===== config.mk =====
export PLATFORM = sky130hd
export DESIGN_NAME = relay_command_line_parser_core_flat
export DESIGN_NICKNAME = d
export VERILOG_FILES = /design/src/rtl/core/rcl_pkg.sv /design/src/rtl/core/rcl_if.sv /design/src/rtl/core/rcl_parse.sv /design/src/rtl/core/relay_command_line_parser_core.sv /design/src/flat_wrapper.sv
export SDC_FILE = /design/constraint.sdc
export NUM_CORES = 1
export LEC_CHECK = 0
export ABC_AREA = 1
export BUFFER_PORTS_ARGS = -buffer_cell sky130_fd_sc_hd__buf_2
export CAP_MARGIN = 20
export CORE_MARGIN = 3
export CORE_UTILIZATION = 55
export CTS_CLUSTER_SIZE = 20
export DETAILED_ROUTE_END_ITERATION = 8
export HOLD_SLACK_MARGIN = 0.12
export PLACE_DENSITY = 0.77
export RECOVER_POWER = 25
export SYNTH_ARGS = -nofsm -noshare
export SYNTH_HDL_FRONTEND = slang
export SYNTH_SLANG_ARGS = --single-unit
export TNS_END_PERCENT = 20

===== constraint.sdc =====
create_clock -name clk_i -period 2.8 [get_ports clk_i]
set_input_delay 0.56 -clock clk_i [delete_from_list [all_inputs] [get_ports clk_i]]
set_output_delay 0.56 -clock clk_i [all_outputs]
set_load 0.05 [all_outputs]

===== src/rtl/core/rcl_pkg.sv =====
package rcl_pkg;

  // Character codes used by the parser
  localparam logic [7:0] ChrSpace = 8'd32;
  localparam logic [7:0] ChrTab   = 8'd9;
  localparam logic [7:0] ChrCr    = 8'd13;
  localparam logic [7:0] ChrZero  = 8'd48;
  localparam logic [7:0] ChrNine  = 8'd57;
  localparam logic [7:0] ChrUpA   = 8'd65;
  localparam logic [7:0] ChrUpZ   = 8'd90;
  localparam logic [7:0] ChrLowO  = 8'd111;
  localparam logic [7:0] ChrLowN  = 8'd110;
  localparam logic [7:0] ChrLowF  = 8'd102;

  localparam int unsigned ValueW = 5;

  // Digit run scanner state
  typedef enum logic [2:0] {
    SCAN_NONE = 3'b001,
    SCAN_RUN  = 3'b010,
    SCAN_DONE = 3'b100
  } scan_e;

  // Status word matcher state
  typedef enum logic [5:0] {
    WM_START = 6'b000001,
    WM_O     = 6'b000010,
    WM_ON    = 6'b000100,
    WM_OF    = 6'b001000,
    WM_OFF   = 6'b010000,
    WM_DEAD  = 6'b100000
  } match_e;

  typedef struct packed {
    logic [ValueW-1:0] value;
    scan_e             scan;
  } scan_t;

  // Result of one command line
  typedef struct packed {
    logic              command_ok;
    logic [ValueW-1:0] port_number;
    logic [ValueW-1:0] channel_number;
    logic              relay_on;
  } result_t;

  function automatic logic is_blank(logic [7:0] c);
    return (c == ChrSpace) || ((c >= ChrTab) && (c <= ChrCr));
  endfunction

  function automatic logic is_digit(logic [7:0] c);
    return (c >= ChrZero) && (c <= ChrNine);
  endfunction

  // Advance a digit run by one non-blank byte, saturating at sat
  function automatic scan_t scan_step(scan_t cur, logic [7:0] c, logic [ValueW-1:0] sat);
    logic  dig;
    logic  [8:0] acc;
    scan_t nxt;
    dig = is_digit(c);
    acc = 9'({4'b0, cur.value} * 9'd10) + {5'b0, c[3:0]};
    nxt = cur;
    unique case (cur.scan)
      SCAN_NONE: begin
        if (dig) begin
          nxt.value = {1'b0, c[3:0]};
          nxt.scan  = SCAN_RUN;
        end
      end
      SCAN_RUN: begin
        if (dig) begin
          nxt.value = (acc > {4'b0, sat}) ? sat : acc[ValueW-1:0];
        end else begin
          nxt.scan = SCAN_DONE;
        end
      end
      SCAN_DONE: nxt = cur;
      default:   nxt = cur;
    endcase
    return nxt;
  endfunction

  // Advance the on/off matcher by one byte, case folded
  function automatic match_e match_step(match_e m, logic [7:0] c);
    logic [7:0] lc;
    match_e     nxt;
    lc = ((c >= ChrUpA) && (c <= ChrUpZ)) ? (c | 8'h20) : c;
    unique case (m)
      WM_START: nxt = (lc == ChrLowO) ? WM_O : WM_DEAD;
      WM_O:     nxt = (lc == ChrLowN) ? WM_ON : ((lc == ChrLowF) ? WM_OF : WM_DEAD);
      WM_OF:    nxt = (lc == ChrLowF) ? WM_OFF : WM_DEAD;
      default:  nxt = WM_DEAD;
    endcase
    return nxt;
  endfunction

endpackage


===== src/rtl/core/rcl_if.sv =====
interface rcl_in_if;
  logic       valid;
  logic       ready;
  logic [7:0] data_byte;
  logic       last_byte;

  modport source (output valid, output data_byte, output last_byte, input ready);
  modport sink (input valid, input data_byte, input last_byte, output ready);
endinterface

interface rcl_out_if;
  logic       valid;
  logic       ready;
  logic       command_ok;
  logic [4:0] port_number;
  logic [4:0] channel_number;
  logic       relay_on;

  modport source (output valid, output command_ok, output port_number,
                  output channel_number, output relay_on, input ready);
  modport sink (input valid, input command_ok, input port_number,
                input channel_number, input relay_on, output ready);
endinterface


===== src/rtl/core/rcl_parse.sv =====
module rcl_parse
  import rcl_pkg::*;
#(
  parameter int unsigned MAX_INDEX = 16
) (
  input  logic    clk_i,
  input  logic    rst_ni,
  input  logic    step_i,
  input  logic [7:0] data_byte_i,
  input  logic    last_byte_i,
  output result_t result_o
);

  localparam logic [ValueW-1:0] MaxVal = ValueW'(MAX_INDEX);
  localparam logic [ValueW-1:0] SatVal = ValueW'(MAX_INDEX + 1);

  logic [1:0] token_count_q, token_count_d;
  logic       inside_token_q, inside_token_d;
  scan_t      port_q, port_d;
  scan_t      channel_q, channel_d;
  match_e     word_match_q, word_match_d;
  match_e     match_base;
  logic       blank;

  // Update parse state for one byte
  always_comb begin
    blank          = is_blank(data_byte_i);
    token_count_d  = token_count_q;
    inside_token_d = inside_token_q;
    port_d         = port_q;
    channel_d      = channel_q;
    word_match_d   = word_match_q;
    match_base     = word_match_q;
    if (blank) begin
      inside_token_d = 1'b0;
      if (port_q.scan == SCAN_RUN) port_d.scan = SCAN_DONE;
      if (channel_q.scan == SCAN_RUN) channel_d.scan = SCAN_DONE;
    end else begin
      if (!inside_token_q) begin
        inside_token_d = 1'b1;
        if (token_count_q != 2'd3) token_count_d = token_count_q + 2'd1;
        match_base = WM_START;
      end
      if (token_count_d == 2'd1) begin
        port_d = scan_step(port_q, data_byte_i, SatVal);
      end else begin
        channel_d = scan_step(channel_q, data_byte_i, SatVal);
      end
      word_match_d = match_step(match_base, data_byte_i);
    end
  end

  // Judge the line from the updated state
  always_comb begin
    logic ok;
    ok = (token_count_d == 2'd3)
      && (port_d.value >= ValueW'(1)) && (port_d.value <= MaxVal)
      && (channel_d.value >= ValueW'(1)) && (channel_d.value <= MaxVal)
      && ((word_match_d == WM_ON) || (word_match_d == WM_OFF));
    result_o.command_ok     = ok;
    result_o.port_number    = ok ? port_d.value : '0;
    result_o.channel_number = ok ? channel_d.value : '0;
    result_o.relay_on       = ok && (word_match_d == WM_ON);
  end

  // Hold state; clear it after the final byte of a line
  always_ff @(posedge clk_i or negedge rst_ni) begin
    if (!rst_ni) begin
      token_count_q  <= 2'd0;
      inside_token_q <= 1'b0;
      port_q         <= '{value: '0, scan: SCAN_NONE};
      channel_q      <= '{value: '0, scan: SCAN_NONE};
      word_match_q   <= WM_START;
    end else if (step_i) begin
      if (last_byte_i) begin
        token_count_q  <= 2'd0;
        inside_token_q <= 1'b0;
        port_q         <= '{value: '0, scan: SCAN_NONE};
        channel_q      <= '{value: '0, scan: SCAN_NONE};
        word_match_q   <= WM_START;
      end else begin
        token_count_q  <= token_count_d;
        inside_token_q <= inside_token_d;
        port_q         <= port_d;
        channel_q      <= channel_d;
        word_match_q   <= word_match_d;
      end
    end
  end

endmodule


===== src/rtl/core/relay_command_line_parser_core.sv =====
// Channel  Dir  Payload
// in_i     in   data_byte[7:0], last_byte
// out_o    out  command_ok, port_number[4:0], channel_number[4:0], relay_on
//
// One byte per cycle sustained; a byte is parsed from the input register once taken,
// and the result of a line appears in the cycle after its final byte is parsed.
// A final byte passes the input register, then the result register, before its
// result appears. Reset clears parse state and both valid flags.
// A stalled result blocks only a final byte; other bytes keep flowing.
module relay_command_line_parser_core
  import rcl_pkg::*;
#(
  parameter int unsigned MAX_INDEX = 16
) (
  input  logic clk_i,
  input  logic rst_ni,
  rcl_in_if.sink    in_i,
  rcl_out_if.source out_o
);

  logic       in_valid_q;
  logic [7:0] in_byte_q;
  logic       in_last_q;
  logic       out_valid_q;
  result_t    out_res_q;
  result_t    parse_res;
  logic       advance;
  logic       take;

  // Parse the registered byte when its result, if any, has room
  assign advance = in_valid_q && (!in_last_q || !out_valid_q || out_o.ready);
  assign in_i.ready = !in_valid_q || advance;
  assign take = in_i.valid && in_i.ready;

  rcl_parse #(
    .MAX_INDEX(MAX_INDEX)
  ) u_parse (
    .clk_i      (clk_i),
    .rst_ni     (rst_ni),
    .step_i     (advance),
    .data_byte_i(in_byte_q),
    .last_byte_i(in_last_q),
    .result_o   (parse_res)
  );

  // Track valid flags for input and result registers
  always_ff @(posedge clk_i or negedge rst_ni) begin
    if (!rst_ni) begin
      in_valid_q  <= 1'b0;
      out_valid_q <= 1'b0;
    end else begin
      if (in_i.ready) in_valid_q <= in_i.valid;
      if (advance && in_last_q) begin
        out_valid_q <= 1'b1;
      end else if (out_o.ready) begin
        out_valid_q <= 1'b0;
      end
    end
  end

  // Load payload registers
  always_ff @(posedge clk_i) begin
    if (take) begin
      in_byte_q <= in_i.data_byte;
      in_last_q <= in_i.last_byte;
    end
    if (advance && in_last_q) out_res_q <= parse_res;
  end

  assign out_o.valid          = out_valid_q;
  assign out_o.command_ok     = out_res_q.command_ok;
  assign out_o.port_number    = out_res_q.port_number;
  assign out_o.channel_number = out_res_q.channel_number;
  assign out_o.relay_on       = out_res_q.relay_on;

endmodule


===== src/flat_wrapper.sv =====
// flat-port wrapper written by rule: the top's interface ports become plain ports
module relay_command_line_parser_core_flat import rcl_pkg::*;
#(
  parameter int unsigned MAX_INDEX = 16
)
  (clk_i, rst_ni, in_i_valid, in_i_data_byte, in_i_last_byte, in_i_ready, out_o_valid, out_o_command_ok, out_o_port_number, out_o_channel_number, out_o_relay_on, out_o_ready);
  rcl_in_if in_i_i ();
  rcl_out_if out_o_i ();
  input  logic clk_i;
  input  logic rst_ni;
  input wire logic [$bits(in_i_i.valid)-1:0] in_i_valid;
  input wire logic [$bits(in_i_i.data_byte)-1:0] in_i_data_byte;
  input wire logic [$bits(in_i_i.last_byte)-1:0] in_i_last_byte;
  output wire logic [$bits(in_i_i.ready)-1:0] in_i_ready;
  output wire logic [$bits(out_o_i.valid)-1:0] out_o_valid;
  output wire logic [$bits(out_o_i.command_ok)-1:0] out_o_command_ok;
  output wire logic [$bits(out_o_i.port_number)-1:0] out_o_port_number;
  output wire logic [$bits(out_o_i.channel_number)-1:0] out_o_channel_number;
  output wire logic [$bits(out_o_i.relay_on)-1:0] out_o_relay_on;
  input wire logic [$bits(out_o_i.ready)-1:0] out_o_ready;
  assign in_i_i.valid = in_i_valid;
  assign in_i_i.data_byte = in_i_data_byte;
  assign in_i_i.last_byte = in_i_last_byte;
  assign in_i_ready = in_i_i.ready;
  assign out_o_valid = out_o_i.valid;
  assign out_o_command_ok = out_o_i.command_ok;
  assign out_o_port_number = out_o_i.port_number;
  assign out_o_channel_number = out_o_i.channel_number;
  assign out_o_relay_on = out_o_i.relay_on;
  assign out_o_i.ready = out_o_ready;
  relay_command_line_parser_core #(.MAX_INDEX(MAX_INDEX)) u_core (.clk_i(clk_i), .rst_ni(rst_ni), .in_i(in_i_i), .out_o(out_o_i));
endmodule

==> flow_summary_export.csv <==
group,metric,value,unit
yosys,synth_seq_cells,48,
worst_setup_path,worst-path-max-fanout,5,
sta,grt_setup_unrepaired,"yes",
sta,post-route-period-util,1.07,
yosys,syn_nets,473,
global_routing,track_usage,0.231,
yosys,ys_types,35,
sta,tightest_slew,1.49,ns
yosys,syn_area_per_cell,7.63,sq um
yosys,synth_ff_type,"dfrtp_1",
sta,fin_skew,0.00935,ns
cts,cts_buffers,5,
cts,clock-sinks,48,
worst_setup_path,r2r-start,"u_core.u_parse.channel_q[6]",
yosys,synth.most_common_cell,"nand2_1",
cells_and_area,drive_gt1_frac,0.279,
detailed_routing,route.antenna.remaining_nets,0,
worst_setup_path,critPathBufInv,6,
cts,clk_latency,0.31,ns
yosys,synth.largest_area_cell,"edfxtp_1",
cells_and_area,fin_util,0.720,
yosys,ys_async_sr_fraction,0.563,
status,status,"complete, but fails checks",
placement,io_buffers,26,
worst_setup_path,r2r-end,"u_core.out_o.port_number[3]",
flow_run,max_cap_viol_count,1,
floorplanning,dieWidth,83.9,um
sta,hold_viol,0,
worst_setup_path,worstPathArrival,3.08,ns
worst_setup_path,crit_family,"simple AND/OR/NAND/NOR gates",
cells_and_area,syn_to_final_growth,22.3,%
yosys,synth_common_cells,"nand2_1 (126), inv_1 (53), nor2_1 (39)",
worst_hold_path,hold_class,"in -> reg",
detailed_routing,wire_per_inst,14.8,um
detailed_routing,avgViaCountPerCell,5.54,
detailed_routing,wirelength,8440,um
worst_setup_path,ff2ff_path_depth,22,
global_routing,grt_max_degree,28,
cts,hold_buffers,0,
worst_setup_path,worst_setup_path_end_kind,"flip-flop",
sta,fmax,0.333,GHz
cells_and_area,diodes,0,
status,violations,"capacitance limit, setup timing",
worst_setup_path,critical-path-max-stage-delay,0.43,ns
cts,path_clk_slew,0.10,ns
yosys,synth_area,3340,sq um
cts,htree_levels,2,
sta,fin_ws,-0.199,ns
worst_setup_path,r2r_slack,-0.20,ns
global_routing,grt_pass1_wl,13200,um
sta,final.min_clock_period,3.00,ns
sta,slew_headroom,0.00866,
yosys,ys_seq_area_frac,0.392,
worst_setup_path,slowest_stage,"dfrtp_1",
power,power,2.20,mW
cells_and_area,fin_nets,532,
worst_setup_path,worst_setup_path_start_kind,"flip-flop",
placement,routabilityCongestion,0.889,
cts,clock-root-buffer,"clkbuf_8",
placement,placed_cells,556,
floorplanning,dieHeight,83.9,um
detailed_routing,vias,3158,
cells_and_area,final_cells,570,
worst_setup_path,required,2.88,ns
power,ir_worst_vdd,0.559,mV
worst_hold_path,worstHoldStart,"in_i_data_byte[6]",
placement,dpl.hpwl,6070,um
global_routing,grt_pass1_vias,2964,
power,leakage,1.89,nW
cells_and_area,finalInstanceArea,4090,sq um
global_routing,grt_overflow,0,
sta,drv_slew,0,
yosys,yosys_warnings,0,
worst_setup_path,worstPathCellList,"buf_4, buf_4, buf_4, ha_1, inv_1, a21oi_2, nand2_1, nand2_1, nand2_1, nor2_4, nand2_2, a21oi_2, nand2_1, o21ai_2, inv_2, nor2_4, nand2_1, nand2_1, nand2_2, nand3_4, clkbuf_16, nor2_4",
yosys,netlist.area_leader.share,0.189,
floorplanning,ios,27,
power,power.density,539,nW/um^2
worst_hold_path,hold_depth,1,
floorplanning,initial_utilization,0.589,
yosys,syn_inst,438,
detailed_routing,firstDrtPassIters,5,
floorplanning,die-area,7050,sq um
worst_setup_path,crit_top_cell,"nand2_1",
floorplanning,placementRows,27,
detailed_routing,drt_iter0_markers,214,
detailed_routing,drc,0,
worst_hold_path,min_to,"u_core.in_byte_q[6]",
worst_setup_path,critical_path.startpoint,"u_core.u_parse.channel_q[6]",
cts,clockBufferDepth,2,
worst_setup_path,crit_type,"reg -> reg",
cts,tritoncts,"built",
yosys,synth_area_leaders,"edfxtp_1 (19%), dfrtp_1 (18%), nand2_1 (14%)",
floorplanning,core_area,5680,sq um
sta,finalSetupViolCount,12,
yosys,synth_enable_flop_cells,21,
placement,place_area,3730,sq um
global_routing,antenna_found_initial,0,
-- through the flow --
| step | TNS, ns | hold WS, ns | setup WS, ns |
|---|---|---|---|
| final | -1.94 | 0.421 | -0.199 |
| after global placement | -0.648 | 0.487 | -0.0691 |
| after CTS | -1.76 | 0.267 | -0.171 |
| after detailed placement | -2.40 | 0.489 | -0.227 |
| after floorplan | -0.242 | 0.264 | -0.0314 |
| after global routing | -3.54 | 0.421 | -0.328 |
-- sequential cells by signal, summed over array words and instances, names as in the netlist --
signal	count
u_core.u_parse.word_match_q	6
u_core.u_parse.channel_q	8
u_core.u_parse.inside_token_q	1
u_core.in_last_q	1
u_core.out_o.channel_number	5
u_core.out_o.valid	1
u_core.in_valid_q	1
u_core.out_o.command_ok	1
u_core.in_byte_q	8
u_core.u_parse.token_count_q	2
u_core.out_o.relay_on	1
u_core.out_o.port_number	5
u_core.u_parse.port_q	8
-- worst reg2reg max path: cells and delay by family (launching register included) --
| family | cells | cell delay, ns |
|---|---|---|
| and+or+nand+nor | 12 | 0.93 |
| buffers and inverters | 6 | 0.74 |
| DFF | 1 | 0.43 |
| AOI/OAI and AO/OA | 3 | 0.34 |
| adders and majority gates | 1 | 0.31 |
-- logic make-up after synthesis --
| family | after synthesis | share of synthesized area |
|---|---|---|
| AO/OA/AOI/OAI | 60 | 0.102 |
| AND/OR/NAND/NOR | 238 | 0.327 |
| adder cells (fa/ha/maj) | 22 | 0.0914 |
| buffers and inverters | 69 | 0.0858 |
| XOR/XNOR | 1 | 0.00262 |
| flip-flops | 48 | 0.392 |
-- report_power, final --
group          switching [mW]  internal (mW)  leakage, nW
Clock                   0.256          0.360       0.0687
Combinational           0.468          0.246         1.27
Sequential             0.0595          0.813        0.557
-- cell type report --
type	instances	area, sq um
flip-flops and latches	48	1310
repair buffers	60	414
clock inverters	3	68.8
inverters	61	231
fillers	462	1590
clock buffers	5	68.8
multi-input cells	321	1900
well taps	72	90.1
-- worst max path at each step --
stage	depth (start not counted)	slack, ns	to
after floorplan	20	-0.03	u_core.out_o.command_ok
after global placement	20	-0.07	u_core.out_o.command_ok
after global routing	22	-0.33	u_core.out_o.port_number[1]
after detailed placement	20	-0.23	u_core.out_o.command_ok
final	22	-0.20	u_core.out_o.port_number[3]
after CTS	20	-0.17	u_core.out_o.command_ok
-- cells in the final DEF (no fill, tap or decap), types with 2 or more instances in the layout --
cell / count
a211oi_1: 2
a21oi_1: 16
a21oi_2: 4
buf_2: 25
buf_4: 32
bufinv_16: 2
clkbuf_8: 5
dfrtp_1: 23
dfstp_2: 3
edfxtp_1: 21
fa_2: 3
ha_1: 11
ha_2: 4
ha_4: 3
inv_1: 49
inv_2: 11
nand2_1: 117
nand2_2: 13
nand3_1: 26
nand3_2: 6
nand3b_1: 4
nand4_1: 8
nor2_1: 38
nor2_2: 7
nor2_4: 9
nor3_1: 4
nor3_4: 3
o21ai_0: 20
o21ai_1: 3
o21ai_2: 3
o22ai_1: 8
-- per-layer routing --
| layer | GRT usage | up-vias | part of all wire |
|---|---|---|---|
| met2 | 0.419 | 108 | 0.53 |
| met4 | 0.0731 | 0 | 0.024 |
| met3 | 0.0316 | 18 | 0.050 |
| met5 | 0 | - | 0 |
| met1 | 0.284 | 1474 | 0.40 |
| li1 | - | 1558 | - |
-- timing repair --
item	in CTS	in global routing
pin swaps	4	16
gates cloned	0	1
setup buffers	1	4
setup endpoints to repair	12	14
resized for setup	4	35
Power figures use the tool's default switching activity.
